$ cat src/rtl/system_control_space_regs_macros.svh
// Assertion macros for the system control space registers
`ifndef SYSTEM_CONTROL_SPACE_REGS_MACROS_SVH
`define SYSTEM_CONTROL_SPACE_REGS_MACROS_SVH
// implication checked on every edge outside reset
`define SCS_ASSERT_IMPL(label, clk, rstn, lhs, rhs) \
    label: assert property (@(posedge clk) disable iff (!rstn) (lhs) |-> (rhs)) \
        else $error("scs check failed");
// implication checked in the next cycle
`define SCS_ASSERT_NEXT(label, clk, rstn, lhs, rhs) \
    label: assert property (@(posedge clk) disable iff (!rstn) (lhs) |=> (rhs)) \
        else $error("scs check failed");
`endif

$ cat src/rtl/scs_pkg.sv
// Package with types and constants for the system control space registers
package scs_pkg;
    localparam int unsigned NumIrqsDefault  = 26;
    localparam int unsigned NumCoresDefault = 2;
    localparam logic [31:0] CpuIdReset      = 32'h410C_C601;
    localparam logic [31:0] AircrKey        = 32'h05FA_0000;
    localparam logic [31:0] CcrValue        = 32'h0000_0208;
    localparam logic [4:0]  ScrMask         = 5'h16;

    localparam logic [1:0] OpRead  = 2'd0;
    localparam logic [1:0] OpWrite = 2'd1;
    localparam logic [1:0] OpTick  = 2'd2;

    localparam logic [11:0] OffCsr   = 12'h010;
    localparam logic [11:0] OffRvr   = 12'h014;
    localparam logic [11:0] OffCvr   = 12'h018;
    localparam logic [11:0] OffIser  = 12'h100;
    localparam logic [11:0] OffIcer  = 12'h180;
    localparam logic [11:0] OffIspr  = 12'h200;
    localparam logic [11:0] OffIcpr  = 12'h280;
    localparam logic [11:0] OffCpuid = 12'hD00;
    localparam logic [11:0] OffIcsr  = 12'hD04;
    localparam logic [11:0] OffVtor  = 12'hD08;
    localparam logic [11:0] OffAircr = 12'hD0C;
    localparam logic [11:0] OffScr   = 12'hD10;
    localparam logic [11:0] OffCcr   = 12'hD14;
    localparam logic [11:0] OffShpr2 = 12'hD1C;
    localparam logic [11:0] OffShpr3 = 12'hD20;

    typedef struct packed {
        logic [1:0]  opcode;
        logic        core_sel;
        logic [11:0] reg_offset;
        logic [31:0] write_data;
        logic [15:0] tick_count;
        logic [5:0]  active_exception;
    } scs_in_t;

    typedef struct packed {
        logic [31:0] read_data;
        logic        reset_request;
        logic        sleep_on_exit;
        logic        systick_pending;
        logic        pendsv_pending;
        logic [25:0] irq_pending_bits;
    } scs_out_t;

    typedef enum logic [1:0] {
        ST_IDLE,
        ST_TICK,
        ST_DONE
    } scs_state_t;
endpackage

$ cat src/rtl/system_control_space_regs.sv
// Top level of the banked system control space registers
// Usage:
//   s_valid/s_ready/s_data carry one transfer per access: a register read, a
//   register write or a run of SysTick cycles for the core picked by core_sel.
//   m_valid/m_ready/m_data return exactly one result per accepted transfer.
//   cfg_we/cfg_wdata set the value read back from CPUID.
// Sequencing:
//   A read or write passes through ST_TICK and ST_DONE; the result is then registered.
//   A tick transfer with ENABLE set stays in ST_TICK until tick_count clock ticks are done: the single
//   shared counter step unit advances one clock tick per cycle.
//   The block takes one transfer at a time; s_ready is high only when no
//   transfer is in progress and the output register is free.
// Reset:
//   aresetn low clears the state machine, the result flag, SysTick, NVIC and SCB registers; CPUID gets CpuIdReset.
// Stall:
//   When m_ready is low the result is held in the output register and no new
//   transfer is accepted until it is taken.
module system_control_space_regs #(
    parameter int unsigned NUM_IRQS  = scs_pkg::NumIrqsDefault,
    parameter int unsigned NUM_CORES = scs_pkg::NumCoresDefault
) (
    input  logic             aclk,
    input  logic             aresetn,
    input  logic             s_valid,
    output logic             s_ready,
    input  scs_pkg::scs_in_t s_data,
    output logic             m_valid,
    input  logic             m_ready,
    output scs_pkg::scs_out_t m_data,
    input  logic             cfg_we,
    input  logic [31:0]      cfg_wdata
);
    localparam int unsigned CW = (NUM_CORES > 1) ? $clog2(NUM_CORES) : 1;
    localparam logic [31:0] IrqMask = 32'((64'd1 << NUM_IRQS) - 64'd1);

    scs_pkg::scs_state_t state_reg, state_next;
    scs_pkg::scs_in_t    item_reg;
    logic [CW-1:0]       core_reg;
    logic [15:0]         cnt_reg;
    logic [31:0]         cpu_id_reg;
    logic                out_valid_reg;
    scs_pkg::scs_out_t   out_reg;

    logic [2:0]  tick_ctrl_reg    [NUM_CORES];
    logic        count_flag_reg   [NUM_CORES];
    logic [23:0] tick_reload_reg  [NUM_CORES];
    logic [23:0] tick_current_reg [NUM_CORES];
    logic [4:0]  sleep_ctrl_reg   [NUM_CORES];
    logic [31:0] irq_en_reg       [NUM_CORES];
    logic [31:0] irq_pend_reg     [NUM_CORES];
    logic [1:0]  sys_pend_reg     [NUM_CORES];
    logic [31:0] vtor_reg         [NUM_CORES];
    logic [31:0] irq_prio_reg     [NUM_CORES][8];
    logic [7:0]  sys_prio_reg     [NUM_CORES][3];

    logic [CW-1:0] core_in;
    logic [23:0]   step_value;
    logic          step_zero;
    logic          accept;
    logic          in_ipr;
    logic [2:0]    ipr_word;
    logic [31:0]   rd_value;
    logic          rst_req;
    logic [31:0]   wd;
    logic [11:0]   off;
    logic [CW-1:0] c;
    logic [31:0]   irq_pend_next;
    logic [1:0]    sys_pend_next;
    logic [4:0]    sleep_ctrl_next;

    always_comb begin
        if (NUM_CORES > 1) begin
            core_in = CW'(s_data.core_sel);
        end else begin
            core_in = '0;
        end
    end

    assign accept  = s_valid && s_ready;
    assign s_ready = (state_reg == scs_pkg::ST_IDLE) && !out_valid_reg;
    assign m_valid = out_valid_reg;
    assign m_data  = out_reg;

    assign c        = core_reg;
    assign off      = item_reg.reg_offset;
    assign wd       = item_reg.write_data;
    assign in_ipr   = (off >= 12'h400) && (off < 12'h420);
    assign ipr_word = off[4:2];

    scs_tick_unit u_tick (
        .current    (tick_current_reg[c]),
        .reload     (tick_reload_reg[c]),
        .next_value (step_value),
        .hit_zero   (step_zero)
    );

    always_comb begin
        state_next = state_reg;
        unique case (state_reg)
            scs_pkg::ST_IDLE: begin
                if (accept) begin
                    state_next = scs_pkg::ST_TICK;
                end
            end
            scs_pkg::ST_TICK: begin
                if (item_reg.opcode != scs_pkg::OpTick || !tick_ctrl_reg[c][0]
                    || cnt_reg == 16'd0) begin
                    state_next = scs_pkg::ST_DONE;
                end
            end
            scs_pkg::ST_DONE: state_next = scs_pkg::ST_IDLE;
            default: state_next = scs_pkg::ST_IDLE;
        endcase
    end

    always_comb begin
        rd_value = '0;
        unique case (off)
            scs_pkg::OffCsr: rd_value = {15'd0, count_flag_reg[c], 13'd0, tick_ctrl_reg[c]};
            scs_pkg::OffRvr: rd_value = {8'd0, tick_reload_reg[c]};
            scs_pkg::OffCvr: rd_value = {8'd0, tick_current_reg[c]};
            scs_pkg::OffIser, scs_pkg::OffIcer: rd_value = irq_en_reg[c] & IrqMask;
            scs_pkg::OffIspr, scs_pkg::OffIcpr: rd_value = irq_pend_reg[c] & IrqMask;
            scs_pkg::OffCpuid: rd_value = cpu_id_reg;
            scs_pkg::OffIcsr: rd_value = {3'd0, sys_pend_reg[c][1], 1'b0,
                                          sys_pend_reg[c][0], 20'd0,
                                          item_reg.active_exception};
            scs_pkg::OffVtor: rd_value = vtor_reg[c];
            scs_pkg::OffAircr: rd_value = scs_pkg::AircrKey;
            scs_pkg::OffScr: rd_value = {27'd0, sleep_ctrl_reg[c]};
            scs_pkg::OffCcr: rd_value = scs_pkg::CcrValue;
            scs_pkg::OffShpr2: rd_value = {sys_prio_reg[c][0], 24'd0};
            scs_pkg::OffShpr3: rd_value = {sys_prio_reg[c][2], sys_prio_reg[c][1], 16'd0};
            default: begin
                if (in_ipr) begin
                    for (int b = 0; b < 4; b++) begin
                        if (32'({ipr_word, 2'(b)}) < NUM_IRQS) begin
                            rd_value[b*8 +: 8] = irq_prio_reg[c][ipr_word][b*8 +: 8];
                        end
                    end
                end
            end
        endcase
    end

    always_comb begin
        irq_pend_next   = irq_pend_reg[c];
        sys_pend_next   = sys_pend_reg[c];
        sleep_ctrl_next = sleep_ctrl_reg[c];
        if (item_reg.opcode == scs_pkg::OpWrite) begin
            unique case (off)
                scs_pkg::OffIspr: irq_pend_next = irq_pend_reg[c] | (wd & IrqMask);
                scs_pkg::OffIcpr: irq_pend_next = irq_pend_reg[c] & ~(wd & IrqMask);
                scs_pkg::OffIcsr: begin
                    sys_pend_next[1] = wd[27] ? 1'b0 : (wd[28] ? 1'b1 : sys_pend_reg[c][1]);
                    sys_pend_next[0] = wd[25] ? 1'b0 : (wd[26] ? 1'b1 : sys_pend_reg[c][0]);
                end
                scs_pkg::OffScr: sleep_ctrl_next = wd[4:0] & scs_pkg::ScrMask;
                default: begin
                end
            endcase
        end
    end

    assign rst_req = (off == scs_pkg::OffAircr) && (wd[31:16] == scs_pkg::AircrKey[31:16])
                     && wd[2];

    always_ff @(posedge aclk) begin
        if (!aresetn) begin
            state_reg     <= scs_pkg::ST_IDLE;
            out_valid_reg <= 1'b0;
            cpu_id_reg    <= scs_pkg::CpuIdReset;
            for (int i = 0; i < NUM_CORES; i++) begin
                tick_ctrl_reg[i]    <= '0;
                count_flag_reg[i]   <= 1'b0;
                tick_reload_reg[i]  <= '0;
                tick_current_reg[i] <= '0;
                sleep_ctrl_reg[i]   <= '0;
                irq_en_reg[i]       <= '0;
                irq_pend_reg[i]     <= '0;
                sys_pend_reg[i]     <= '0;
                vtor_reg[i]         <= '0;
                for (int j = 0; j < 8; j++) irq_prio_reg[i][j] <= '0;
                for (int j = 0; j < 3; j++) sys_prio_reg[i][j] <= '0;
            end
        end else begin
            state_reg <= state_next;
            if (cfg_we) begin
                cpu_id_reg <= cfg_wdata;
            end
            if (m_valid && m_ready) begin
                out_valid_reg <= 1'b0;
            end
            if (accept) begin
                item_reg <= s_data;
                core_reg <= core_in;
                cnt_reg  <= s_data.tick_count;
            end
            if (state_reg == scs_pkg::ST_TICK && item_reg.opcode == scs_pkg::OpTick
                && tick_ctrl_reg[c][0] && cnt_reg != 16'd0) begin
                tick_current_reg[c] <= step_value;
                cnt_reg <= cnt_reg - 16'd1;
                if (step_zero) begin
                    count_flag_reg[c] <= 1'b1;
                    if (tick_ctrl_reg[c][1]) begin
                        sys_pend_reg[c][0] <= 1'b1;
                    end
                end
            end
            if (state_reg == scs_pkg::ST_DONE) begin
                out_valid_reg          <= 1'b1;
                out_reg.read_data      <= (item_reg.opcode == scs_pkg::OpRead) ? rd_value : '0;
                out_reg.reset_request  <= (item_reg.opcode == scs_pkg::OpWrite) && rst_req;
                out_reg.sleep_on_exit  <= sleep_ctrl_next[1];
                out_reg.systick_pending <= sys_pend_next[0];
                out_reg.pendsv_pending <= sys_pend_next[1];
                out_reg.irq_pending_bits <= irq_pend_next[25:0] & IrqMask[25:0];
                irq_pend_reg[c]        <= irq_pend_next;
                sys_pend_reg[c]        <= sys_pend_next;
                sleep_ctrl_reg[c]      <= sleep_ctrl_next;
                if (item_reg.opcode == scs_pkg::OpWrite) begin
                    unique case (off)
                        scs_pkg::OffCsr: tick_ctrl_reg[c] <= wd[2:0];
                        scs_pkg::OffRvr: tick_reload_reg[c] <= wd[23:0];
                        scs_pkg::OffCvr: begin
                            tick_current_reg[c] <= '0;
                            count_flag_reg[c]   <= 1'b0;
                        end
                        scs_pkg::OffIser: irq_en_reg[c] <= irq_en_reg[c] | (wd & IrqMask);
                        scs_pkg::OffIcer: irq_en_reg[c] <= irq_en_reg[c] & ~(wd & IrqMask);
                        scs_pkg::OffVtor: vtor_reg[c] <= wd;
                        scs_pkg::OffShpr2: sys_prio_reg[c][0] <= wd[31:24];
                        scs_pkg::OffShpr3: begin
                            sys_prio_reg[c][2] <= wd[31:24];
                            sys_prio_reg[c][1] <= wd[23:16];
                        end
                        default: begin
                            if (in_ipr) begin
                                for (int b = 0; b < 4; b++) begin
                                    if (32'({ipr_word, 2'(b)}) < NUM_IRQS) begin
                                        irq_prio_reg[c][ipr_word][b*8 +: 8] <= wd[b*8 +: 8];
                                    end
                                end
                            end
                        end
                    endcase
                end else if (item_reg.opcode == scs_pkg::OpRead && off == scs_pkg::OffCsr) begin
                    count_flag_reg[c] <= 1'b0;
                end
            end
        end
    end

    `include "system_control_space_regs_macros.svh"

    `SCS_ASSERT_IMPL(a_no_accept_busy, aclk, aresetn, state_reg != scs_pkg::ST_IDLE, !s_ready)
    `SCS_ASSERT_NEXT(a_done_gives_result, aclk, aresetn, state_reg == scs_pkg::ST_DONE, m_valid)
    `SCS_ASSERT_IMPL(a_rst_only_write, aclk, aresetn, m_valid && m_data.reset_request,
                     m_data.read_data == 32'd0)
endmodule

$ cat src/rtl/scs_tick_unit.sv
// SysTick down-counter step shared by all cores
module scs_tick_unit (
    input  logic [23:0] current,
    input  logic [23:0] reload,
    output logic [23:0] next_value,
    output logic        hit_zero
);
    always_comb begin
        if (current == 24'd0) begin
            next_value = reload;
            hit_zero   = 1'b0;
        end else begin
            next_value = current - 24'd1;
            hit_zero   = (current == 24'd1);
        end
    end
endmodule
$ cat config.mk
export PLATFORM = sky130hd
export DESIGN_NAME = system_control_space_regs
export DESIGN_NICKNAME = d
export VERILOG_FILES = /design/src/rtl/scs_pkg.sv /design/src/rtl/system_control_space_regs.sv /design/src/rtl/scs_tick_unit.sv
export VERILOG_INCLUDE_DIRS = /design/src /design/src/rtl
export SDC_FILE = /design/constraint.sdc
export NUM_CORES = 1
export LEC_CHECK = 0
export ABC_AREA = 0
export BUFFER_PORTS_ARGS = -buffer_cell sky130_fd_sc_hd__buf_2
export CORE_AREA = 10 10 299 301
export CTS_CLUSTER_DIAMETER = 80
export DETAILED_ROUTE_END_ITERATION = 10
export DIE_AREA = 0 0 309 311
export PLACE_DENSITY = 0.74
export SLEW_MARGIN = 15
export SYNTH_ARGS = -nofsm -noshare
export SYNTH_HDL_FRONTEND = slang
export SYNTH_HIERARCHICAL = 1
export SYNTH_SLANG_ARGS = --single-unit
$ cat constraint.sdc
create_clock -name aclk -period 6.2 [get_ports aclk]
set_clock_uncertainty 0.1 [all_clocks]
set_input_delay 1.86 -clock aclk [delete_from_list [all_inputs] [get_ports aclk]]
set_output_delay 1.86 -clock aclk [all_outputs]
set_load 0.01 [all_outputs]
## Word-level counts from Yosys, hierarchy flattened

Memories as Yosys holds them, arrays and structs flattened. A register that Yosys moved wholly into a read port is not among the register bits.
Index checks and enable logic that the tools add are counted.

- Memories: 11
- Output and inout bits: 64
- Bits in writable memories: 870
- Word-level logic and storage cells: 1822
- Bits in registers: 166
- Input port bits: 106

- Eq/ne operators: 24
- Add/sub/neg operators: 2
- Bitwise logic cells: 779
- Reductions and logical operators: 41
- $lt $le $gt $ge: 8
- Muxes and demuxes: 942

Memories:

| memory | words | width | read ports | clocked after memory_dff | wr ports | RTL line | RTL |
|---|---|---|---|---|---|---|---|
| irq_prio_reg | 2 | 256 | 1 | 1 | 2 | system_control_space_regs.sv:53 | `logic [31:0] irq_prio_reg [NUM_CORES][8];` |
| irq_en_reg | 2 | 32 | 1 | 1 | 2 | system_control_space_regs.sv:49 | `logic [31:0] irq_en_reg [NUM_CORES];` |
| irq_pend_reg | 2 | 32 | 1 | 1 | 2 | system_control_space_regs.sv:50 | `logic [31:0] irq_pend_reg [NUM_CORES];` |
| vtor_reg | 2 | 32 | 1 | 1 | 2 | system_control_space_regs.sv:52 | `logic [31:0] vtor_reg [NUM_CORES];` |
| sys_prio_reg | 2 | 24 | 1 | 1 | 2 | system_control_space_regs.sv:54 | `logic [7:0] sys_prio_reg [NUM_CORES][3];` |
| tick_current_reg | 2 | 24 | 1 | 1 | 2 | system_control_space_regs.sv:47 | `logic [23:0] tick_current_reg [NUM_CORES];` |
| 5 more memories | n/a | n/a | n/a | n/a | n/a | n/a |  |

Operators with widths:

| cell | number |
|---|---|
| $mux W256 | 6 |
| $mux W1 | 894 |
| $or A1 B1 Y1 | 773 |
| $pmux W32 S13 | 1 |
| $demux W32 S3 | 4 |
| $mux W32 | 9 |
| $reduce_or A256 Y1 | 1 |
| $mux W24 | 6 |
| $bmux W32 S3 | 1 |
| $eq A12 B12 Y1 const B | 8 |
| $reduce_or A32 Y1 | 3 |
| $reduce_or A24 Y1 | 3 |
| $and A32 B32 Y32 | 2 |
| $or A32 B26 Y32 | 2 |
| $pmux W32 S2 | 1 |
| $mux W16 | 3 |
| $mux W8 | 5 |
| $eq A12 B5 Y1 const B | 3 |
| $not A26 Y32 | 1 |
| $eq A12 B10 Y1 const B | 2 |
| $eq A12 B9 Y1 const B | 2 |
| $eq A24 B1 Y1 const B | 1 |
| $logic_not A24 Y1 | 1 |
| $sub A24 B1 Y24 const B | 1 |
| other kinds (28) | 63 |

## Depth between registers and ports, before layout

Gate-level depths: netlist of the first run.

- Depth after elaboration: 13
- Gate-level depth with buffers: 12
- Mapped depth without buffers: 9

## Cells and area by module

The synthesis of the first run kept the hierarchy.

By module, submodules not included:

| module | times used | cells each | area each (um^2) |
|---|---|---|---|
| system_control_space_regs | 1 | 2884 | 40551.4 |
| scs_tick_unit | 1 | 121 | 783.3 |

## Worst setup path before layout of the first run

Ideal clock, no wire load.

- Path type: input port to flip-flop
- Start: in aresetn
- End: mem irq_prio_reg[1][192] in the netlist's numbering (enable)
- Path slack: -154 ps
- Stages on the path: 8
- Setup time: 414 ps
- Arrival: 5840 ps
- Path through: buf_2 > nand3b_1 > inv_1 > nand2_1 > a311oi_2 > buf_2 > nand2_1 > o31ai_1

RTL lines:

| element | RTL line | RTL |
|---|---|---|
| start, declared | system_control_space_regs.sv:23 | `input logic aresetn,` |
| end, declared | system_control_space_regs.sv:53 |  |

==> results.txt, run 1 <==
The run finished with clean final reports. The power density over the cells came out at 290 nW/um2. The period utilization is 0.763. The number of resized instances in the post-cts repair step came out at 0. The effective utilization at floorplan came out at 0.496.

Clock tree synthesis selected as its root buffer the cell clkbuf_16. The total nets after synthesis came out at 3116. The post-synthesis async set-or-reset flop share is 0.

The net total in the final layout came out at 3248. For the pin with the worst max-slew slack, the measured transition is 1150 ps. The final count of pins violating max slew came out at 0. Entering global routing, the biggest net connects 107 pins.

At the later pin of the worst-skew pair, clock insertion delay measures 650 ps. The number of input and output port buffers inserted came out at 169. For this run, the number of standard cells in the final layout without fillers is 4294. The clock edge transition at the registers on the reported setup and hold paths is 60 ps. The die covers 96100 um2.

The aggregate routed wire length came out at 118000 um. The clock period minus worst slack came out at 4730 ps. The number of placed instances, taps included, is 4124. The remaining global-route overflow came out at 0. The classification of the worst setup path is primary input to register.

The endpoint of the most critical register-to-register path is sys_pend_reg[1][0]. In the global route stage, met3 resource usage came out at 0.0518. The total number of vias is 26.6k. Of the post-synthesis cell area, the dominant cell type holds 0.639. The count of flip-flops with a built-in enable after synthesis is 879. Setup repair after global routing left no endpoint under its margin. Across every metal layer, demand over resource in global routing totals 0.242. The critical path starts at aresetn.

The number of top-level design ports is 170. The most congested layer reported by global routing is met2. The H-tree was split into 3 levels.

In this run the worst hold path is classified as register to register. The first detailed-routing pass ran for 7 iterations. The prevailing post-synth register cell is edfxtp_1. The instance count of the mapped netlist came out at 3005. The detail route stage leaves a number of antenna-violating nets equal to 0.

The synthesis-to-finish area growth is 12.2%. The data required time of the worst path came out at 6370 ps. The final hold violation count came to 0. The final total negative setup slack came out at 0 ps.

The flip-flop count of the largest register, all copies and words added came out at 416. The largest total area in the synthesized netlist belongs to edfxtp_1. TritonCTS built the clock tree. The largest vdd supply drop is 0.206 mV.

The number of DRC markers after the initial detailed-route iteration is 3809. The number of clock sinks came out at 917. The logic depth of the worst register-to-register path came out at 8. The proportion of synthesized chip area in sequential cells came out at 0.657. The met2 capacity usage during global routing came out at 0.385. Dividing the detail-routed wire length by the instance count gives 27.6 um. The warning count from the yosys run came out at 6. The number of antenna violations at the first check in global routing came to 5.

The number of hold buffers added after CTS was 0. The number of global-route vias before repair came to 26.4k. Each instance of the synthesized netlist takes up on average 13.8 um2.

For flop-to-flop paths, the worst setup slack is 1950 ps. STA classifies the critical path endpoint as a register. The netlist uses 84 different library cells. In the global route stage, met1 resource usage came out at 0.309. edfxtp_1 is the most common cell in the netlist.

The share of post-route cells with drive strength above 1 is 0.192. The number of cells traversed by the worst hold path is 2. The max-cap violation count is 0.

The maximum clock frequency is 0.211 GHz. The static leakage power came out at 17.4 nW. The flip-flop and latch count after synthesis came out at 917. Detailed placement ended at an HPWL of 77800 um. The number of buffers added by the clock tree synthesis step came out at 90. STA classifies the critical path startpoint as a primary input. The mapped netlist covers 41300 um2. The worst setup path endpoint is irq_prio_reg[0][177]. The routability-driven placement congestion ratio came out at 0.934. Sorting the synthesized cells by how often they occur yields edfxtp_1 (879), and2_1 (330), nor2_1 (286), mux2i_1 (179), nand2_1 (172). In this run the post-CTS setup repair buffer count came out at 0.

In the post-synthesis netlist, the biggest area contributors are edfxtp_1 (64%), and2_1 (5.0%), mux4_2 (4.7%). The data arrival time of the critical path is 4900 ps. The remaining design rule violation count is 0. Dividing the detail-routed via count by the number of cells gives 6.20. The row count came out at 106. In this run the standard cell core region covers 83300 um2. The width of the chip is 309 um. Setup violations remaining at the end of the flow were counted as 0. The first global-routing pass estimated 174000 um of wire.

The die extent in y is 311 um. The maximum clock insertion buffer count came out at 3. The worst slew slack as a fraction of its limit is 0.233. The largest fanout on the critical path is 18.
layer usage:
layer  share of wire  vias to the layer above
li1                -                    11492
met1            0.36                    13053
met2            0.47                     1737
met3            0.11                      357
met4           0.058                        2
met5         0.00011                        -
through the flow:
step | util | power, mW | setup WS, ps | hold WS, ps | area [um2]
floorplan | - | 7.75 | 527 | 337 | 41300
global placement | 0.521 | 8.09 | 948 | 353 | 43400
detailed placement | 0.521 | 8.11 | 869 | 366 | 43400
CTS | 0.556 | 13.5 | 1520 | 381 | 46400
global route | 0.557 | 13.8 | 1360 | 415 | 46400
finish | 0.557 | 13.5 | 1470 | 380 | 46400
cell type report:
class | instances | area, um2
clock inverter | 40 | 379
inverter | 73 | 278
antenna | 2 | 5.00
fill | 6577 | 36900
timing repair buffer | 268 | 1630
tap | 1080 | 1350
multi-input combinational | 1787 | 13000
sequential | 917 | 27200
clock buffer | 127 | 2560
cell families (layout without fill, tap and decap cells):
group / Yosys count / count (layout) / synth area share
flip-flops: 917 / 917 / 0.657
AO/OA/AOI/OAI: 390 / 390 / 0.0619
XOR/XNOR: 32 / 32 / 0.00678
multiplexers: 347 / 347 / 0.113
AND/OR/NAND/NOR: 1013 / 1013 / 0.129
other: 0 / 2 / 0
adder cells (fa/ha/maj): 5 / 5 / 0.00151
buffers and inverters: 301 / 508 / 0.0310
how the worst min path moves through the flow:
stage,start,end,slack (ps)
2_1_floorplan,cpu_id_reg[10],cpu_id_reg[10],340
3_3_place_gp,cpu_id_reg[10],cpu_id_reg[10],350
3_5_place_dp,cpu_id_reg[10],cpu_id_reg[10],370
4_1_cts,cpu_id_reg[10],cpu_id_reg[10],380
5_1_grt,cpu_id_reg[9],cpu_id_reg[9],410
6_report,cpu_id_reg[10],cpu_id_reg[10],380
power breakdown:
| part | internal, mW | total, mW | leakage, nW | switching, mW |
|---|---|---|---|---|
| clock | 3.16 | 5.47 | 1.43 | 2.31 |
| combinational | 0.320 | 0.872 | 6.64 | 0.552 |
| sequential | 6.99 | 7.13 | 9.29 | 0.139 |
layout by cell type (no fill, tap or decap), types with 14 or more instances in the layout:
cell type / count
buf_4: 96
clkbuf_1: 25
o21ai_1: 20
nand3_1: 22
o21ai_0: 48
dfxtp_1: 37
and2_1: 330
a21oi_1: 81
a22oi_1: 27
o211ai_1: 15
and3_1: 68
nand2_1: 172
mux2i_1: 179
mux2_2: 82
xor2_1: 17
o22ai_1: 41
mux4_2: 86
inv_1: 69
clkinv_1: 14
nor3_1: 23
a211oi_1: 27
xnor2_1: 15
nand2b_1: 14
a31oi_1: 44
edfxtp_1: 879
nor2_1: 284
clkbuf_16: 94
buf_2: 169
critical path, cell delays in order:
cell and delay [ps]:
buf_2 120, nand3b_1 320, clkinvlp_4 190, nand2_1 230
a311oi_4 620, and4_1 670, nand2b_1 860
Note: power is estimated with default switching activity, not from simulation.
==> inputs of run 2 (changes only) <==
--- a/config.mk
+++ b/config.mk
@@ -6,13 +6,13 @@
 export SDC_FILE = /design/constraint.sdc
 export NUM_CORES = 1
 export LEC_CHECK = 0
-export ABC_AREA = 0
+export ABC_AREA = 1
 export BUFFER_PORTS_ARGS = -buffer_cell sky130_fd_sc_hd__buf_2
-export CORE_AREA = 10 10 299 301
+export CORE_AREA = 10 10 305 307
 export CTS_CLUSTER_DIAMETER = 80
 export DETAILED_ROUTE_END_ITERATION = 10
-export DIE_AREA = 0 0 309 311
-export PLACE_DENSITY = 0.74
+export DIE_AREA = 0 0 315 317
+export PLACE_DENSITY = 0.71
 export SLEW_MARGIN = 15
 export SYNTH_ARGS = -nofsm -noshare
 export SYNTH_HDL_FRONTEND = slang
==> constraint.sdc (replaced) <==
create_clock -name aclk -period 4.9 [get_ports aclk]
set_clock_uncertainty 0.1 [all_clocks]
set_input_delay 1.47 -clock aclk [delete_from_list [all_inputs] [get_ports aclk]]
set_output_delay 1.47 -clock aclk [all_outputs]
set_load 0.01 [all_outputs]
==> results.txt, run 2 <==
The run finished with clean final reports. The number of global-route vias before repair came out at 31.4k. After the last flow step, the layout net total stands at 4773. The maximum clock insertion buffer count came out at 3. The most repeated cell in the gate-level netlist after synthesis is nand2_1. The antenna violation net count after detailed routing is 0. Ranked by total cell area, the synthesized netlist is headed by edfxtp_1 (63%), nand2_1 (13%), nor2_1 (7.6%).

In this run the tightest slew margin relative to its limit is 0.220. The die extent in y came out at 317 um. The design draws 17.8 mW. For this run, the register share of the synthesized area comes to 0.648. At the pin with the least slew margin, the transition time is 1170 ps. The hold-fix buffer count after cts is 0.

Dividing the synthesized area by the synthesized cell count gives 9.45 um2. Of the total power, the clock network draws 0.401. The clock period minus worst slack came out at 3990 ps. The number of antenna diodes is 0. The number of input and output port buffers inserted is 169.

After detailed routing, the number of remaining DRC violations is 0. Setup violations remaining at the end of the flow were counted as 0. The number of DRC markers after the initial detailed-route iteration came out at 4965. The tree built by TritonCTS fans out to 945 sinks.

The effective utilization at floorplan came out at 0.499. The cell accounting for the most synthesized area is edfxtp_1. Before antenna repair, the detailed router went through 6 iterations. Static timing analysis puts the maximum clock frequency at 0.251 GHz. In this run the worst hold path is classified as register to register. Final hold analysis gives a worst-case slack of 370 ps. The maximum number of pins on one net before global-route repair is 220. The library cell used most frequently in the layout, excluding fill and tap cells, is nand2_1. The total standard cell area after synthesis is 43200 um2. The period utilization came out at 0.814.

STA classifies the critical path endpoint as a register. The classification of the worst setup path is register to register. Of the total power, the share spent switching nets is 0.239. The share of post-route cells with drive strength above 1 came out at 0.0996.

In this run the worst setup path begins at off[2]. The number of gates resized after CTS was 0. The logic depth of the worst register-to-register path came out at 8. The proportion of power drawn by combinational gates came out at 0.078. The power density over the cells is 368 nW/um2. The root buffer cell is clkbuf_16.

The number of top-level design ports is 170. The instance count of the mapped netlist came out at 4570. The estimated wirelength of the detail-placed design came out at 87000 um. The number of antenna violations at the first check in global routing is 1. The count of flip-flops with a built-in enable after synthesis came out at 907. The power dissipated by switching net loads came out at 4.25 mW. The startpoint identified for the worst register-to-register timing path is off[2]. The aggregate routed wire length is 132000 um. The die outline area is 99900 um2.

The placeable core region came out at 86600 um2. STA classifies the critical path startpoint as a register. The number of setup buffers added after CTS is 0. The vias per cell came out at 5.73. The floorplan has 108 rows.

The final hold violation count came out at 0. Following the worst setup path forward leads to its endpoint at sys_prio_reg[0][13]. The number of buffers added by the clock tree synthesis step is 93. The internal power of the cells totals 13.5 mW. Setup repair after global routing left no endpoint under its margin. The utilization after layout is 0.558. The total placed instance area came out at 45300 um2. The wire length of the first global-routing pass is 196000 um. The final instance area is 48300 um2. The max-cap violation count is 0. The final count of pins violating max slew came out at 0. After synthesis, the share of flip-flops with an asynchronous set or reset is 0.

For this design the static power due to leakage is 19.7 nW. The H-tree was split into 3 levels. The flip-flop and latch count after synthesis is 945. The global-route usage over all layers is 0.258. The width of the chip came out at 315 um. The largest vdd supply drop is 0.308 mV. Leaving out fill and tap cells, the most frequent cells in the layout are nand2_1 (1420), edfxtp_1 (907), nor2_1 (867). Counting the fill cells in the layout gives 7466. The flip-flop count of the largest register, all copies and words added is 444.

In the synthesized netlist, the cells that appear most often are nand2_1 (1445), edfxtp_1 (907), nor2_1 (874), nand3_1 (311), o21ai_0 (232). In this run the worst path has a maximum fanout of 61. The routability-driven placement congestion ratio came out at 1.04. Of the post-synthesis cell area, the dominant cell type holds 0.631. The data required time of the worst path is 5080 ps. After synthesis, the netlist uses 43 different library cells. The remaining global-route overflow came out at 0. The clock edge transition at the registers on the reported setup and hold paths is 60 ps. The later pin in the worst-skew pair is clocked with a latency of 660 ps.

The warning count from the yosys run is 6. In this run the register-to-register setup slack is 910 ps. In the final routed layout, each cell accounts on average for 22.4 um. The final total negative setup slack came out at 0 ps. The data arrival time of the critical path is 4170 ps.

Of the total power, registers draw 0.521. The TritonCTS clock tree is built. The synthesis-to-finish area growth came out at 11.8%. The prevailing post-synth register cell is edfxtp_1. The endpoint identified for the worst register-to-register timing path is sys_prio_reg[0][13]. The total number of vias is 33.8k.
run 2: cell count changes in the layout (fill, tap and decap cells not counted), sizes merged, moves of 35 or more:
| cell | delta |
|---|---|
| o21ai | +164 |
| and2 | -328 |
| nand2 | +1273 |
| and3 | -68 |
| mux2 | -82 |
| mux4 | -86 |
| nor3 | +47 |
| mux2i | -167 |
| inv | +104 |
| a31oi | -42 |
| nor2 | +596 |
| nand3 | +303 |
| nand4 | +35 |
run 2: layout make-up:
type	instances	area, um2	area share
Sequential cell	945	28000	0.580
Multi-Input combinational cell	3173	13500	0.280
Clock buffer	125	2570	0.0532
Timing Repair Buffer	259	1590	0.0329
Tap cell	1155	1450	0.0299
Inverter	190	723	0.0150
Clock inverter	46	428	0.00886
run 2: cell families after synthesis:
group | Yosys count | synth area share
mux | 12 | 0.00278
compound gates | 335 | 0.0410
other cells | 1 | 0.0000868
xor+xnor | 16 | 0.00324
buf+inv | 465 | 0.0419
fa+ha+maj | 5 | 0.00145
simple gates | 2791 | 0.261
flops | 945 | 0.648
run 2: worst min path at each step:
stage / slack, ps / cells past startpoint / endpoint / start
floorplan: 330 / 2 / cpu_id_reg[27] / cpu_id_reg[27]
global placement: 360 / 2 / cpu_id_reg[27] / cpu_id_reg[27]
detailed placement: 360 / 2 / cpu_id_reg[29] / cpu_id_reg[29]
CTS: 370 / 2 / cpu_id_reg[29] / cpu_id_reg[29]
global route: 390 / 2 / m_valid / m_valid
finish: 370 / 2 / cpu_id_reg[29] / cpu_id_reg[29]
run 2: power groups by stage:
stage                     Clock (mW)  Combinational, mW  Sequential [mW]
after CTS                       7.16               1.36             9.24
after global routing            7.47               1.51             9.27
after global placement             0               1.34             9.41
final                           7.12               1.39             9.25
after floorplan                    0              0.881             9.36
after detailed placement           0               1.36             9.41
run 2: critical path: stages (launching register included):
cell and delay, ps:
edfxtp_1 390, buf_4 610, nand2_1 260, nor2_1 500, inv_1 120, nor2_2 380, o21a_1 240, nand3_2 300
nand2_1 650
run 2: layer usage:
metal	global-route usage	vias to the layer above	share of wire
met5	0	-	0
met4	0.106	0	0.041
met3	0.0442	301	0.11
met2	0.397	2006	0.45
met1	0.361	16074	0.40
li1	-	15381	-
run 2: metrics by stage:
step / setup WS (ps) / cells
floorplan: -146 / 4583
global placement: 742 / 5722
detailed placement: 657 / 5722
CTS: 988 / 5893
global route: 670 / 5893
finish: 912 / 5893
